**config.mk**
```make
export PLATFORM = sky130hd
export DESIGN_NAME = ede_cell
export DESIGN_NICKNAME = d
export VERILOG_FILES = /design/src/design/ede_pkg.sv /design/src/design/ede_cell.sv
export SDC_FILE = /design/constraint.sdc
export NUM_CORES = 1
export LEC_CHECK = 0
export ABC_AREA = 0
export BUFFER_PORTS_ARGS = -buffer_cell sky130_fd_sc_hd__buf_4
export CORE_UTILIZATION = 45
export CTS_BUF_LIST = sky130_fd_sc_hd__clkbuf_4 sky130_fd_sc_hd__clkbuf_8
export CTS_CLUSTER_DIAMETER = 100
export DETAILED_ROUTE_END_ITERATION = 8
export GPL_TIMING_DRIVEN = 0
export PLACE_DENSITY = 0.75
export RECOVER_POWER = 100
export REMOVE_ABC_BUFFERS = 1
export SETUP_SLACK_MARGIN = 0.05
export SLEW_MARGIN = 20
export SYNTH_ARGS = -nofsm -noshare
export SYNTH_HDL_FRONTEND = slang
export SYNTH_SLANG_ARGS = --single-unit
```
**constraint.sdc**
```tcl
create_clock -name clk -period 5.2 [get_ports clk]
set_input_delay 1.04 -clock clk [delete_from_list [all_inputs] [get_ports clk]]
set_output_delay 1.04 -clock clk [all_outputs]
set_load 0.005 [all_outputs]
```
**src/design/ede_pkg.sv**
```systemverilog
// Shared types and constants for the edit distance engine.
package ede_pkg;

	localparam int MAX_LEN = 64;
	localparam int LW      = $clog2(MAX_LEN + 1);
	localparam int SYM_W   = 8;
	localparam int DIST_W  = 7;

	typedef enum logic [1:0] {
		CMD_APPEND = 2'd0,
		CMD_FEED   = 2'd1,
		CMD_FINISH = 2'd2
	} cmd_t;

	typedef struct packed {
		logic [1:0]       cmd;
		logic [SYM_W-1:0] symbol;
	} in_word_t;

	typedef struct packed {
		logic [DIST_W-1:0] distance;
		logic              overflow;
	} out_word_t;

	// Word handed from one cell to the next. For a row update, left is the
	// new value of the left neighbor and diag its old value. For the finish
	// token, left carries the distance picked up so far.
	typedef struct packed {
		logic             wave;
		logic             fin;
		logic [SYM_W-1:0] sym;
		logic [LW-1:0]    left;
		logic [LW-1:0]    diag;
		logic             ovf;
	} link_t;

	typedef struct packed {
		logic [MAX_LEN-1:0] en;
		logic [SYM_W-1:0]   sym;
	} wr_t;

endpackage

```
**src/design/ede_cell.sv**
```systemverilog
// One cell of the DP row: holds one byte of the first word and one row entry.
module ede_cell import ede_pkg::*; (
	input  logic          clk,
	input  logic          arst_n,
	input  logic [LW-1:0] idx,
	input  logic          wr_en,
	input  logic [SYM_W-1:0] wr_sym,
	input  link_t         link_in,
	output link_t         link_out
);

	logic [SYM_W-1:0] byte_q;
	logic             used_q;
	logic             fresh_q;
	logic [LW-1:0]    d_q;
	link_t            link_q;

	logic [LW-1:0] d_eff;
	logic [LW-1:0] mn;
	logic [LW-1:0] d_new;

	// A fresh entry reads as its own index, the value after reset.
	assign d_eff = fresh_q ? idx : d_q;

	always_comb begin
		mn = d_eff;
		if (link_in.left < mn) begin
			mn = link_in.left;
		end
		if (link_in.diag < mn) begin
			mn = link_in.diag;
		end
		if (byte_q == link_in.sym) begin
			d_new = link_in.diag;
		end else begin
			d_new = mn + LW'(1);
		end
	end

	always_ff @(posedge clk or negedge arst_n) begin
		if (!arst_n) begin
			used_q      <= 1'b0;
			fresh_q     <= 1'b1;
			link_q.wave <= 1'b0;
			link_q.fin  <= 1'b0;
		end else begin
			link_q.wave <= link_in.wave;
			link_q.fin  <= link_in.fin;
			link_q.sym  <= link_in.sym;
			link_q.ovf  <= link_in.ovf;
			link_q.diag <= d_eff;
			link_q.left <= link_in.left;
			if (wr_en) begin
				used_q <= 1'b1;
			end
			if (link_in.wave) begin
				fresh_q     <= 1'b0;
				link_q.left <= d_new;
			end else if (link_in.fin) begin
				// pick up this entry if it lies inside the first word, then clear
				fresh_q <= 1'b1;
				used_q  <= 1'b0;
				if (used_q) begin
					link_q.left <= d_eff;
				end
			end
		end
	end

	always_ff @(posedge clk) begin
		if (wr_en) begin
			byte_q <= wr_sym;
		end
		if (link_in.wave) begin
			d_q <= d_new;
		end
	end

	assign link_out = link_q;

endmodule

```
# After elaboration in Yosys (flattened, before gate mapping)

Cells that the tools add are included.

Output and inout bits: 25
Bits of input ports: 43
Memories kept: 0
Memory bits (writable): 0
Bits in latches: 0
Logic and storage cells: 27
Bits in registers: 42
ROM bits: 0

Shift operators: 0
Equal/unequal tests: 1
Reductions and logical operators: 1
Add/sub/neg operators: 1
Magnitude comparators: 2
$mul: 0
Div/mod/pow operators: 0
Mux-type cells: 12
Bitwise operators: 0

Operators by type and width:

| kind                | count |
|---|---|
| $mux 7              | 7 |
| $lt 7x7->1          | 2 |
| $eq 8x8->1          | 1 |
| $add 7x1->7 const B | 1 |
| $mux 1              | 5 |
| $reduce_bool 2->1   | 1 |

# Logic depth before layout (Yosys ltp)

Depth after elaboration: 8
Gate-level depth with buffers: 25
Depth with buffers taken out: 21

# Worst setup path after synthesis

Ideal clock, no wire load.

Kind: input port to flip-flop
Start: input idx[2]
End: register d_q[6] (data pin)
Path slack: -0.261 ns
Path buffers: 3
Arrival time: 5.204 ns
Data required time: 4.943 ns
Stages on the path: 22
Library setup time: 0.257 ns
Path through: mux2i_1 > ha_1 > or3_4 > o221ai_2 > nand2_1 > clkbuf_1 > o21ai_0 > ha_1 > a22oi_1 > nor3_1 > nand4bb_1 > a31oi_4 > buf_2 > nand2_1 > o21ai_0 > ha_1 > or4b_1 > buf_2 > or2_1 > nand2_1 > o32ai_1 > a22o_1

Cells in the longest elaborated chain, start to end: 7

RTL lines:

| element              | line           | source |
|---|---|---|
| start, declared      | ede_cell.sv:5  | `input logic [LW-1:0] idx,` |
| $mux 7 *             | ede_cell.sv:23 | `assign d_eff = fresh_q ? idx : d_q;` |
| $lt 7x7->1           | ede_cell.sv:27 | `if (link_in.left < mn) begin` |
| $mux 7 *             | ede_cell.sv:27 |  |
| $lt 7x7->1           | ede_cell.sv:30 | `if (link_in.diag < mn) begin` |
| $mux 7 *             | ede_cell.sv:30 |  |
| $add 7x1->7 *        | ede_cell.sv:36 | `d_new = mn + LW'(1);` |
| $mux 7 *             | ede_cell.sv:33 | `if (byte_q == link_in.sym) begin` |
| named net d_new[6]   | ede_cell.sv:20 | `logic [LW-1:0] d_new;` |
| end signal, assigned | ede_cell.sv:75 | `d_q <= d_new;` |
| end, declared        | ede_cell.sv:15 | `logic [LW-1:0] d_q;` |

The timed path passes the listed nets; every way through them passes the cells marked *.
A chain may end at the register's enable or synchronous reset.

# Worst setup path in the final report

Start: input idx[4]
End: register link_q (netlist bit link_out[12]) (data pin)

Cells in the longest elaborated chain, start to end: 8

RTL lines:

| element            | line           | source |
|---|---|---|
| $mux 7 *           | ede_cell.sv:23 |  |
| named net d_eff[4] | ede_cell.sv:18 | `logic [LW-1:0] d_eff;` |
| $lt 7x7->1         | ede_cell.sv:27 |  |
| $mux 7             | ede_cell.sv:27 |  |
| $lt 7x7->1         | ede_cell.sv:30 |  |
| $mux 7             | ede_cell.sv:30 |  |
| $add 7x1->7        | ede_cell.sv:36 |  |
| $mux 7             | ede_cell.sv:33 |  |
| $mux 7 *           | ede_cell.sv:56 | `if (link_in.wave) begin` |
| end, declared      | ede_cell.sv:16 | `link_t link_q;` |

Marks and branches as above.

==> flow_summary_export.csv <==
group,metric,value,unit
clock_tree,h-tree-depth,2,
synth,synth-seq-cells,42,
critical_path,critPathKind,"in2reg",
global_route,grt_pass1_vias,1912,
critical_path,worstReg2RegEnd,"link_out[12]",
synth,ys_seq_area_share,48.8,%
clock_tree,path_clk_slew,80,ps
global_route,grt_max_degree,28,
timing,whs,543,ps
floorplanning,start_util,46.5,%
timing,rsz0062_at_grt,"yes",
clock_tree,clkLatencyLatePin,290,ps
clock_tree,cts.sinks,42,
min_path,holdCritStartpoint,"used_q",
floorplanning,core_area,5470,um2
routing,drt_iter0_markers,168,
routing,wl_per_cell,15.0,um
timing,fin_ws,197,ps
timing,worstMarginPinSlew,1400,ps
min_path,hold_path.class,"reg2reg",
global_route,grt-busiest-layer,"met2",
place,gp_congestion,0.901,
global_route,met1_usage,25.9,%
flow_run,cap_violations,0,
critical_path,r2r_start,"fresh_q",
routing,firstDrtPassIters,4,
synth,ys_types,56,
critical_path,start_kind,"input pin",
critical_path,reg2reg_slack,240,ps
synth,synth_cells,230,
routing,drc,0,
global_route,grt_pass1_wl,9040,um
floorplanning,ios,68,
power_and_ir_drop,power.leakage,1.33,nW
synth,synthFlopType,"edfxtp_1",
finish,synthToLayoutAreaGrowth,27.9,%
floorplanning,die-area,5960,um2
synth,yosys_warnings,0,
timing,max_freq,200,MHz
synth,synthArstFlopShare,9.52,%
finish,drive_above_1_share,30.6,%
floorplanning,die-height,77.2,um
power_and_ir_drop,powerDensity,388,nW/um2
place,hpwl,4250,um
timing,layout_worst_path_cycle_share,96.2,%
global_route,grt.overflow.total,0,
timing,slew_viol_final,0,
synth,syn_area,2540,um2
timing,setup_viol,0,
floorplanning,rows,27,
synth,syn_area_per_cell,11.1,um2
global_route,grt_use_total,19.2,%
place,port_buffers,67,
synth,synth_edf_count,38,
critical_path,reg2reg_depth,21,
floorplanning,die_w,77.2,um
timing,finalCriticalPeriod,5000,ps
timing,hold_viol,0,
power_and_ir_drop,ir_drop,0.207,mV
timing,maxSlewHeadroom,6.40,%
critical_path,worstPathRequired,5220,ps
global_route,grtUsageMet3,2.62,%
timing,finalClockSkew,10.1,ps
routing,vias_per_cell,5.59,
global_route,grtUsageMet2,32.1,%
critical_path,cp-end-kind,"flop",
min_path,min_to,"used_q",
min_path,min_path_cells,2,
global_route,grt_antenna_before_repair,0,
clock_tree,clockBufferDepth,2,
finish,nets,355,
routing,vias,2085,
critical_path,worstPathMaxFanout,9,
clock_tree,cts_tree,"yes",
finish,n_antenna_cell,0,
routing,ant_nets,0,
clock_tree,cts_buffers,5,
routing,wl,5590,um
outcome,outcome,"finished clean",
clock_tree,postCtsHoldBufs,0,
clock_tree,root_buffer,"clkbuf_8",
place,post-place-ws,-1050,ps
critical_path,arrival,5030,ps
stage by stage:
| stage | power [W] | area, um2 | TNS [ps] | cells | utilization (%) |
|---|---|---|---|---|---|
| floorplan | 0.000799 | 2500 | -423 | 222 | - |
| global placement | 0.000946 | 3090 | -5760 | 361 | 56.5 |
| detailed placement | 0.000960 | 3090 | -6910 | 361 | 56.5 |
| CTS | 0.00124 | 3240 | 0 | 370 | 59.2 |
| global route | 0.00133 | 3250 | -54.5 | 373 | 59.5 |
| finish | 0.00126 | 3250 | 0 | 373 | 59.5 |
cell type report:
class,count,area (um2)
Clock buffer,5,68.8
Fill cell,491,2220
Tap cell,72,90.1
Multi-Input combinational cell,167,1260
Sequential cell,42,1250
Inverter,14,52.6
Clock inverter,3,43.8
Timing Repair Buffer,70,488
routing by layer:
metal	wire [um]	share of wire, %
met1	2500	45
met2	2740	49
met3	281	5.0
met4	63	1.1
met5	0	0
synth_stat cells (3+ instances only):
library cell / count / area (um2)
nand2_1: 21 / 78.8
o21ai_0: 13 / 65.1
nor2_1: 21 / 78.8
mux2_2: 7 / 78.8
xor2_1: 6 / 52.6
xnor2_1: 5 / 43.8
o21a_1: 4 / 30.0
mux2i_1: 10 / 100
inv_1: 14 / 52.6
dfrtp_1: 3 / 75.1
nor3_1: 4 / 20.0
a211oi_1: 4 / 30.0
nand3_1: 3 / 15.0
a21oi_1: 11 / 55.1
buf_2: 3 / 15.0
ha_1: 12 / 150
a22oi_1: 3 / 22.5
clkbuf_1: 3 / 11.3
edfxtp_1: 38 / 1140
a31oi_1: 3 / 18.8
and4_1: 3 / 26.3
worst max-delay path: stages:
cell and delay, ps:
buf_4 110, mux2_2 290, inv_1 130, ha_1 270, and4_2 290, o221ai_4 120, nand2_4 140, nand2_1 110
o21ai_2 70, ha_1 320, a22oi_1 180, nor3_1 60, nand4bb_1 250, a31oi_4 220, mux2i_1 120, inv_1 70
ha_1 160, or4b_4 530, nor2_1 110, o22ai_1 80, a22oi_1 270, a31oi_1 120
cell families after synthesis:
group / after synthesis / synth area share, %
buf+inv: 22 / 3.83
xor+xnor: 11 / 3.79
flops: 42 / 48.8
mux: 18 / 7.57
simple gates: 65 / 12.8
compound gates: 60 / 17.3
fa+ha+maj: 12 / 5.90
what timing repair did:
| item | in CTS | in global routing |
|---|---|---|
| gates resized for setup | 7 | 10 |
| setup endpoints to repair | 10 | 6 |
| buffers inserted | 1 | 2 |
| gates cloned | 0 | 1 |
| pin swaps | 1 | 4 |
sequential cells by signal, summed over array words and instances (netlist names):
signal / cells
link_out: 25
byte_q: 8
d_q: 7
fresh_q: 1
used_q: 1
placed cells by master (no fill, tap or decap), types with 4 or more instances in the layout:
master / count
mux2i_1: 9
o21ai_0: 10
a211oi_1: 4
xor2_1: 6
xnor2_1: 5
nor2_1: 21
nor3_1: 4
mux2_2: 6
nand2_1: 20
inv_1: 14
clkbuf_1: 10
a21oi_1: 10
ha_1: 12
clkbuf_8: 5
edfxtp_1: 38
buf_4: 22
clkbuf_4: 38
how the worst max path moves through the flow:
stage              endpoint   start
6_report       link_out[12]  idx[4]
5_1_grt              d_q[6]  idx[4]
4_1_cts              d_q[6]  idx[4]
3_5_place_dp         d_q[6]  idx[2]
3_3_place_gp         d_q[6]  idx[2]
2_1_floorplan        d_q[6]  idx[2]
where the power goes:
| group | internal [W] | leakage (nW) | switching, W |
|---|---|---|---|
| Sequential | 0.000445 | 0.417 | 0.0000192 |
| Clock | 0.000144 | 0.0585 | 0.000113 |
| Combinational | 0.000243 | 0.853 | 0.000296 |
| Total | 0.000833 | 1.33 | 0.000429 |
No activity file was read; power rests on OpenSTA's default activity.
