--- src/design/ede_pkg.sv ---
// Shared types and constants for the edit distance engine.
package ede_pkg;

	localparam int MAX_LEN = 64;
	localparam int LW      = $clog2(MAX_LEN + 1);
	localparam int SYM_W   = 8;
	localparam int DIST_W  = 7;

	typedef enum logic [1:0] {
		CMD_APPEND = 2'd0,
		CMD_FEED   = 2'd1,
		CMD_FINISH = 2'd2
	} cmd_t;

	typedef struct packed {
		logic [1:0]       cmd;
		logic [SYM_W-1:0] symbol;
	} in_word_t;

	typedef struct packed {
		logic [DIST_W-1:0] distance;
		logic              overflow;
	} out_word_t;

	// Word handed from one cell to the next. For a row update, left is the
	// new value of the left neighbor and diag its old value. For the finish
	// token, left carries the distance picked up so far.
	typedef struct packed {
		logic             wave;
		logic             fin;
		logic [SYM_W-1:0] sym;
		logic [LW-1:0]    left;
		logic [LW-1:0]    diag;
		logic             ovf;
	} link_t;

	typedef struct packed {
		logic [MAX_LEN-1:0] en;
		logic [SYM_W-1:0]   sym;
	} wr_t;

endpackage

--- src/design/ede_ctrl.sv ---
// Command decode, length and count tracking, and injection into the cell row.
module ede_ctrl import ede_pkg::*; (
	input  logic     clk,
	input  logic     arst_n,
	input  logic     start,
	input  in_word_t item,
	input  logic     done,
	output logic     busy,
	output wr_t      wr,
	output link_t    link
);

	logic [LW-1:0] length_q;
	logic [LW-1:0] count_q;
	logic          ovf_q;
	logic          busy_q;
	link_t         link_q;

	logic accept;
	logic append_ok;

	assign accept    = start && !busy_q;
	assign append_ok = accept && (item.cmd == CMD_APPEND) && (count_q == '0)
	                   && (length_q < LW'(MAX_LEN));

	always_comb begin
		wr.sym = item.symbol;
		for (int k = 0; k < MAX_LEN; k++) begin
			wr.en[k] = append_ok && (length_q == LW'(k));
		end
	end

	always_ff @(posedge clk or negedge arst_n) begin
		if (!arst_n) begin
			length_q    <= '0;
			count_q     <= '0;
			ovf_q       <= 1'b0;
			busy_q      <= 1'b0;
			link_q.wave <= 1'b0;
			link_q.fin  <= 1'b0;
		end else begin
			link_q.wave <= 1'b0;
			link_q.fin  <= 1'b0;
			link_q.sym  <= item.symbol;
			link_q.ovf  <= ovf_q;
			link_q.left <= count_q + LW'(1);
			link_q.diag <= count_q;
			if (done) begin
				busy_q <= 1'b0;
			end
			if (accept) begin
				case (item.cmd)
					CMD_APPEND: begin
						if (count_q == '0) begin
							if (length_q < LW'(MAX_LEN)) begin
								length_q <= length_q + LW'(1);
							end else begin
								ovf_q <= 1'b1;
							end
						end
					end
					CMD_FEED: begin
						if (count_q < LW'(MAX_LEN)) begin
							link_q.wave <= 1'b1;
							count_q     <= count_q + LW'(1);
						end else begin
							ovf_q <= 1'b1;
						end
					end
					CMD_FINISH: begin
						// send the token behind the last row update; hold until it exits
						link_q.fin  <= 1'b1;
						link_q.left <= count_q;
						length_q    <= '0;
						count_q     <= '0;
						ovf_q       <= 1'b0;
						busy_q      <= 1'b1;
					end
					default: begin
					end
				endcase
			end
		end
	end

	assign busy = busy_q;
	assign link = link_q;

`ifndef NO_ASSERTIONS
	a_link_excl: assert property (@(posedge clk) disable iff (!arst_n)
		!(link_q.wave && link_q.fin))
		else $error("row update and finish token in the same word");

	a_bounds: assert property (@(posedge clk) disable iff (!arst_n)
		(length_q <= LW'(MAX_LEN)) && (count_q <= LW'(MAX_LEN)))
		else $error("length or count beyond capacity");

	a_fin_busy: assert property (@(posedge clk) disable iff (!arst_n)
		link_q.fin |-> busy_q)
		else $error("finish token injected while not busy");

	a_first_frozen: assert property (@(posedge clk) disable iff (!arst_n)
		(count_q != '0) |=> (length_q == $past(length_q)) || (length_q == '0))
		else $error("first word grew after second word began");
`endif

endmodule

--- config.mk ---
export PLATFORM = sky130hd
export DESIGN_NAME = ede_ctrl
export DESIGN_NICKNAME = d
export VERILOG_FILES = /design/src/design/ede_pkg.sv /design/src/design/ede_ctrl.sv
export SDC_FILE = /design/constraint.sdc
export NUM_CORES = 1
export LEC_CHECK = 0
export ABC_AREA = 1
export ABC_CLOCK_PERIOD_IN_PS = 1900
export BUFFER_PORTS_ARGS = -buffer_cell sky130_fd_sc_hd__buf_2
export CORE_ASPECT_RATIO = 0.7
export CORE_MARGIN = 2
export CORE_UTILIZATION = 35
export CTS_CLUSTER_DIAMETER = 40
export DETAILED_ROUTE_END_ITERATION = 8
export GPL_TIMING_DRIVEN = 0
export PLACE_DENSITY = 0.75
export RECOVER_POWER = 50
export SYNTH_ARGS = -nofsm -noshare
export SYNTH_HDL_FRONTEND = slang
export SYNTH_SLANG_ARGS = --single-unit
export TNS_END_PERCENT = 30
--- constraint.sdc ---
create_clock -name clk -period 1.9 [get_ports clk]
set_input_delay 0.38 -clock clk [delete_from_list [all_inputs] [get_ports clk]]
set_output_delay 0.38 -clock clk [all_outputs]
set_load 0.02 [all_outputs]
# Word-level counts from Yosys, hierarchy flattened

Cells that the tools add are included.

Bits in registers: 41
Output and inout bits: 98

Reductions and logical operators: 78
Muxes and demuxes: 18
Equality and inequality tests: 70
Magnitude comparators: 2
Add/sub/neg operators: 2

Operators with widths:

| cell                                                  | count |
|---|---|
| == test 7 x 6 -> 1 bit, second input constant         | 32 |
| == test 7 x 5 -> 1 bit, second input constant         | 16 |
| logical AND 1 bit                                     | 68 |
| == test 7 x 4 -> 1 bit, second input constant         | 8 |
| 2-to-1 mux 7 bit                                      | 5 |
| == test 7 x 3 -> 1 bit, second input constant         | 4 |
| one-hot mux 7 bit (2 select lines)                    | 2 |
| adder 7 x 1 -> 7 bit, second input constant           | 2 |
| == test 7 x 2 -> 1 bit, second input constant         | 2 |
| logical NOT 7 bit                                     | 2 |
| < comparator 7 bit, second input constant             | 2 |
| 2-to-1 mux 1 bit                                      | 9 |
| == test 7 x 1 -> 1 bit, second input constant         | 1 |
| inequality test 2 bit, second input constant          | 3 |
| AND reduction 5 bit                                   | 1 |
| inequality test 2 x 1 -> 1 bit, second input constant | 2 |
| AND reduction 4 bit                                   | 1 |
| nonzero test 2 bit                                    | 2 |
| one-hot mux 1 bit (3 select lines)                    | 1 |
| AND reduction 3 bit                                   | 1 |
| nonzero test 3 bit                                    | 1 |
| == test 2 x 1 -> 1 bit, second input constant         | 1 |
| == test 2 bit, second input constant                  | 1 |
| logical NOT 2 bit                                     | 1 |
| 2 further kinds                                       | 2 |

# Depth between registers and ports, before layout

Word-level depth: 6
Gate-level depth with buffers: 10
Gate-level depth less buffers: 10

# Worst setup path after synthesis

Ideal clock, no wire load.

Kind: reg2out
Start point: reg count_q[0]
End point: out wr[10] (netlist bit)
Path slack: -0.082 ns
Stages on the path, launching flop included: 10
Path buffers: 1
Data arrival time: 1.602 ns
Path through: dfrtp_1 inv_1 ha_1 inv_1 nor2_1 nand3_2 nor2_8 buf_12 nand4_2 nor2_1

RTL lines:

| what                     | line           | source |
|---|---|---|
| start: declaration       | ede_ctrl.sv:14 | `logic [LW-1:0] count_q;` |
| start signal: assignment | ede_ctrl.sv:65 | `count_q <= count_q + LW'(1);` |
| end: declaration         | ede_ctrl.sv:9  | `output wr_t wr,` |

==> results.sh <==
export IMPL_layout_min_cycle_time_ns=2.34
export IMPL_slowest_stage="dfrtp_1"
export IMPL_p_int_w=0.00197
export IMPL_die_w_um=104
export IMPL_cts_made_buffers=5
export IMPL_overflow=0
export IMPL_io_pins=112
export IMPL_n_antenna_cell=0
export IMPL_clock_latency_ns=0.29
export IMPL_critical_path_class="register to output pin"
export IMPL_finalSetupTns_ns=-21.63
export IMPL_arrival_ns=1.96
export IMPL_maxCapViolCount=0
export IMPL_core_area_um2=6760
export IMPL_violations="setup timing"
export IMPL_ys_flop_type="edfxtp_1"
export IMPL_relSlewSlack_pct=33.2
export IMPL_required_ns=1.52
export IMPL_fmax_mhz=428
export IMPL_cp_cell_sequence="inv_2, ha_4, inv_2, nor2_2, nand3_2, nor2_8, buf_12, nand4_1, nor2_1, buf_4"
export IMPL_seqPwrFrac_pct=38.7
export IMPL_hold_viol_final=0
export IMPL_max_stage_delay_ns=0.39
export IMPL_r2r_slack_ns=0.17
export IMPL_cp_start_kind="register"
export IMPL_nets=434
export IMPL_vdd_drop_max_v=0.000465
export IMPL_postSynthCellCount=287
export IMPL_path_delay_family="simple AND/OR/NAND/NOR gates"
export IMPL_syn_to_final_growth_pct=46.4
export IMPL_p_leak_nw=1.66
export IMPL_fin_util_pct=53.1
export IMPL_die_height_um=74.0
export IMPL_clockRootBuffer="clkbuf_8"
export IMPL_r2r_end="link[11]$_DFFE_PP_"
export IMPL_antenna_found_initial=0
export IMPL_async_flop_share_pct=43.9
export IMPL_p_sw_w=0.00116
export IMPL_worst_pin_slew_ns=1.00
export IMPL_grt_pass1_wl_mm=10.0
export IMPL_rsz0062_at_grt="yes"
export IMPL_crit_fanout=7
export IMPL_power_frac_clock_pct=22.9
export IMPL_gp_congestion=0.810
export IMPL_regToRegStartpoint="busy$_DFF_PN0_"
export IMPL_powerDensity_nw_per_um2=873
export IMPL_hold_buffers=0
export IMPL_ys_seq_elements=41
export IMPL_num_rows=25
export IMPL_grt_max_degree=42
export IMPL_drive_gt1_share_pct=42.8
export IMPL_cts_tree="built"
export IMPL_placed_cells=492
export IMPL_drc=0
export IMPL_drt_iter0_drc=100
export IMPL_dp_hpwl_mm=4.54
export IMPL_slew_viol_final=0
export IMPL_r2r_cells=6
export IMPL_finalNonFillerCells=508
export IMPL_die_area_um2=7700
export IMPL_synth_area_um2=2450
export IMPL_setup_slack_ns=-0.436
export IMPL_outcome="complete, but fails checks"
export IMPL_yosys_warnings=0
export IMPL_cts_clk_slew_worst_paths_ns=0.08
export IMPL_setup_viol=64
export IMPL_route_antenna_remaining_nets=0
export IMPL_post_place_ws_ns=-0.287
export IMPL_htree_num_levels=2
export IMPL_p_comb_share_pct=38.4
export IMPL_syn_area_per_cell_um2=8.54
export IMPL_wl_mm=6.54
export IMPL_p_sw_share_pct=37.1
export IMPL_critPathMostFrequentCell="inv_2"
export IMPL_first_pass_iters=5
export IMPL_first_global_vias=2140
export IMPL_clock_sinks=41
export IMPL_cts_path_max_buffers=2
export IMPL_grt_usage_pct=16.1
export IMPL_end_kind="output pin"
export IMPL_via_count=2414
export IMPL_fill_cells=665
export IMPL_ys_types=30
export IMPL_mappedNetlistNets=308
export IMPL_initial_core_util_pct=36.3
export IMPL_io_buffer_count=111
export IMPL_period_share_pct=123
export IMPL_avgViaCountPerCell=4.75
export IMPL_avgRoutedWirePerCell_um=12.9
export IMPL_synth_edf_count=23
export IMPL_finClkSkew_ns=0.00479
export IMPL_yosysSeqAreaShare_pct=46.5
export IMPL_min_path_type="input pin to async pin"
export IMPL_path_buf_inv=4
==> sequential cells by signal (all words and copies together) (netlist names) <==
signal    cells
count_q       7
link         25
length_q      7
ovf_q         1
busy          1
==> stage by stage <==
step	instance area [um2]	hold slack [ns]	power (W)
6_report	3590	0.254	0.00313
2_1_floorplan	2500	0.0844	0.00194
4_1_cts	3580	0.250	0.00313
3_5_place_dp	3180	0.447	0.00219
3_3_place_gp	3180	0.433	0.00215
5_1_grt	3590	0.271	0.00332
==> synth_stat cells (3+ instances only) <==
cell	number	area share, %
buf_4	8	2.4
buf_6	3	1.4
dfrtp_1	18	18
edfxtp_1	23	28
ha_1	7	3.6
inv_1	20	3.1
inv_2	5	0.77
nand2_1	54	8.3
nand2_2	3	0.77
nand3_1	15	3.1
nand4_1	7	1.8
nand4_2	5	2.6
nand4_4	3	2.6
nor2_1	76	12
o21ai_0	13	2.7
o21ai_2	4	1.4
xor2_1	4	1.4
==> how the worst max path moves through the flow <==
stage / startpoint / to / depth (start not counted)
floorplan: count_q[0]$_DFFE_PN0P_ / wr[23] / 9
global placement: count_q[0]$_DFFE_PN0P_ / wr[40] / 10
detailed placement: count_q[0]$_DFFE_PN0P_ / wr[24] / 10
CTS: count_q[1]$_DFFE_PN0P_ / wr[54] / 10
global route: count_q[1]$_DFFE_PN0P_ / wr[37] / 10
finish: count_q[1]$_DFFE_PN0P_ / wr[38] / 10
==> power by group through the flow <==
stage	Clock [W]	Sequential [W]	Combinational, W
after floorplan	0	0.00130	0.000641
after global placement	0	0.00123	0.000926
after detailed placement	0	0.00124	0.000956
after CTS	0.000734	0.00121	0.00119
after global routing	0.000770	0.00123	0.00132
final	0.000717	0.00121	0.00120
==> routing by layer <==
layer | routed length [um] | GRT usage [%]
met1 | 2840 | 20.8
met2 | 3340 | 28.3
met3 | 269 | 2.80
met4 | 89 | 4.50
met5 | 0 | 0
==> cells in the final DEF (no fill, tap or decap), types with 2 or more instances in the layout <==
master	count
a21oi_1	2
buf_12	2
buf_2	23
buf_4	75
buf_6	4
clkbuf_1	29
clkbuf_2	2
clkbuf_8	6
clkinv_1	2
dfrtp_1	18
edfxtp_1	23
ha_1	5
inv_1	17
inv_2	8
nand2_1	54
nand2_2	3
nand3_1	14
nand3_2	2
nand4_1	7
nand4_4	8
nor2_1	45
nor2_2	32
nor2_4	2
o21ai_0	13
o21ai_1	2
o21ai_2	4
xor2_1	4
==> worst register-to-register path: cells and delay by family (launching register included) <==
kind                   cells  cell delay (ns)
AND/OR/NAND/NOR            3             0.25
buffers and inverters      2             0.71
flip-flops                 1             0.42
AO/OA/AOI/OAI              1             0.09
==> cell families after synthesis <==
group	Yosys count	share of synthesized area (%)
buf+inv	43	9.49
xor+xnor	4	1.43
fa+ha+maj	7	3.57
flops	41	46.5
compound gates	22	5.15
simple gates	170	33.8
==> cell type report <==
type / instances / area, um2 / area share [%]
multi-input combinational: 203 / 1220 / 34.0
sequential: 41 / 1140 / 31.8
timing repair buffer: 119 / 764 / 21.3
buffer: 16 / 129 / 3.59
tap: 94 / 118 / 3.28
inverter: 27 / 101 / 2.82
clock buffer: 7 / 86.3 / 2.41
clock inverter: 1 / 30.0 / 0.837
==> timing repair <==
action                     CTS  global route
pin swaps                    4             9
gates resized for setup     77            16
hold endpoints to repair     0             0
buffers inserted             7             1
setup endpoints to repair   64            64
Power figures use the tool's default switching activity.
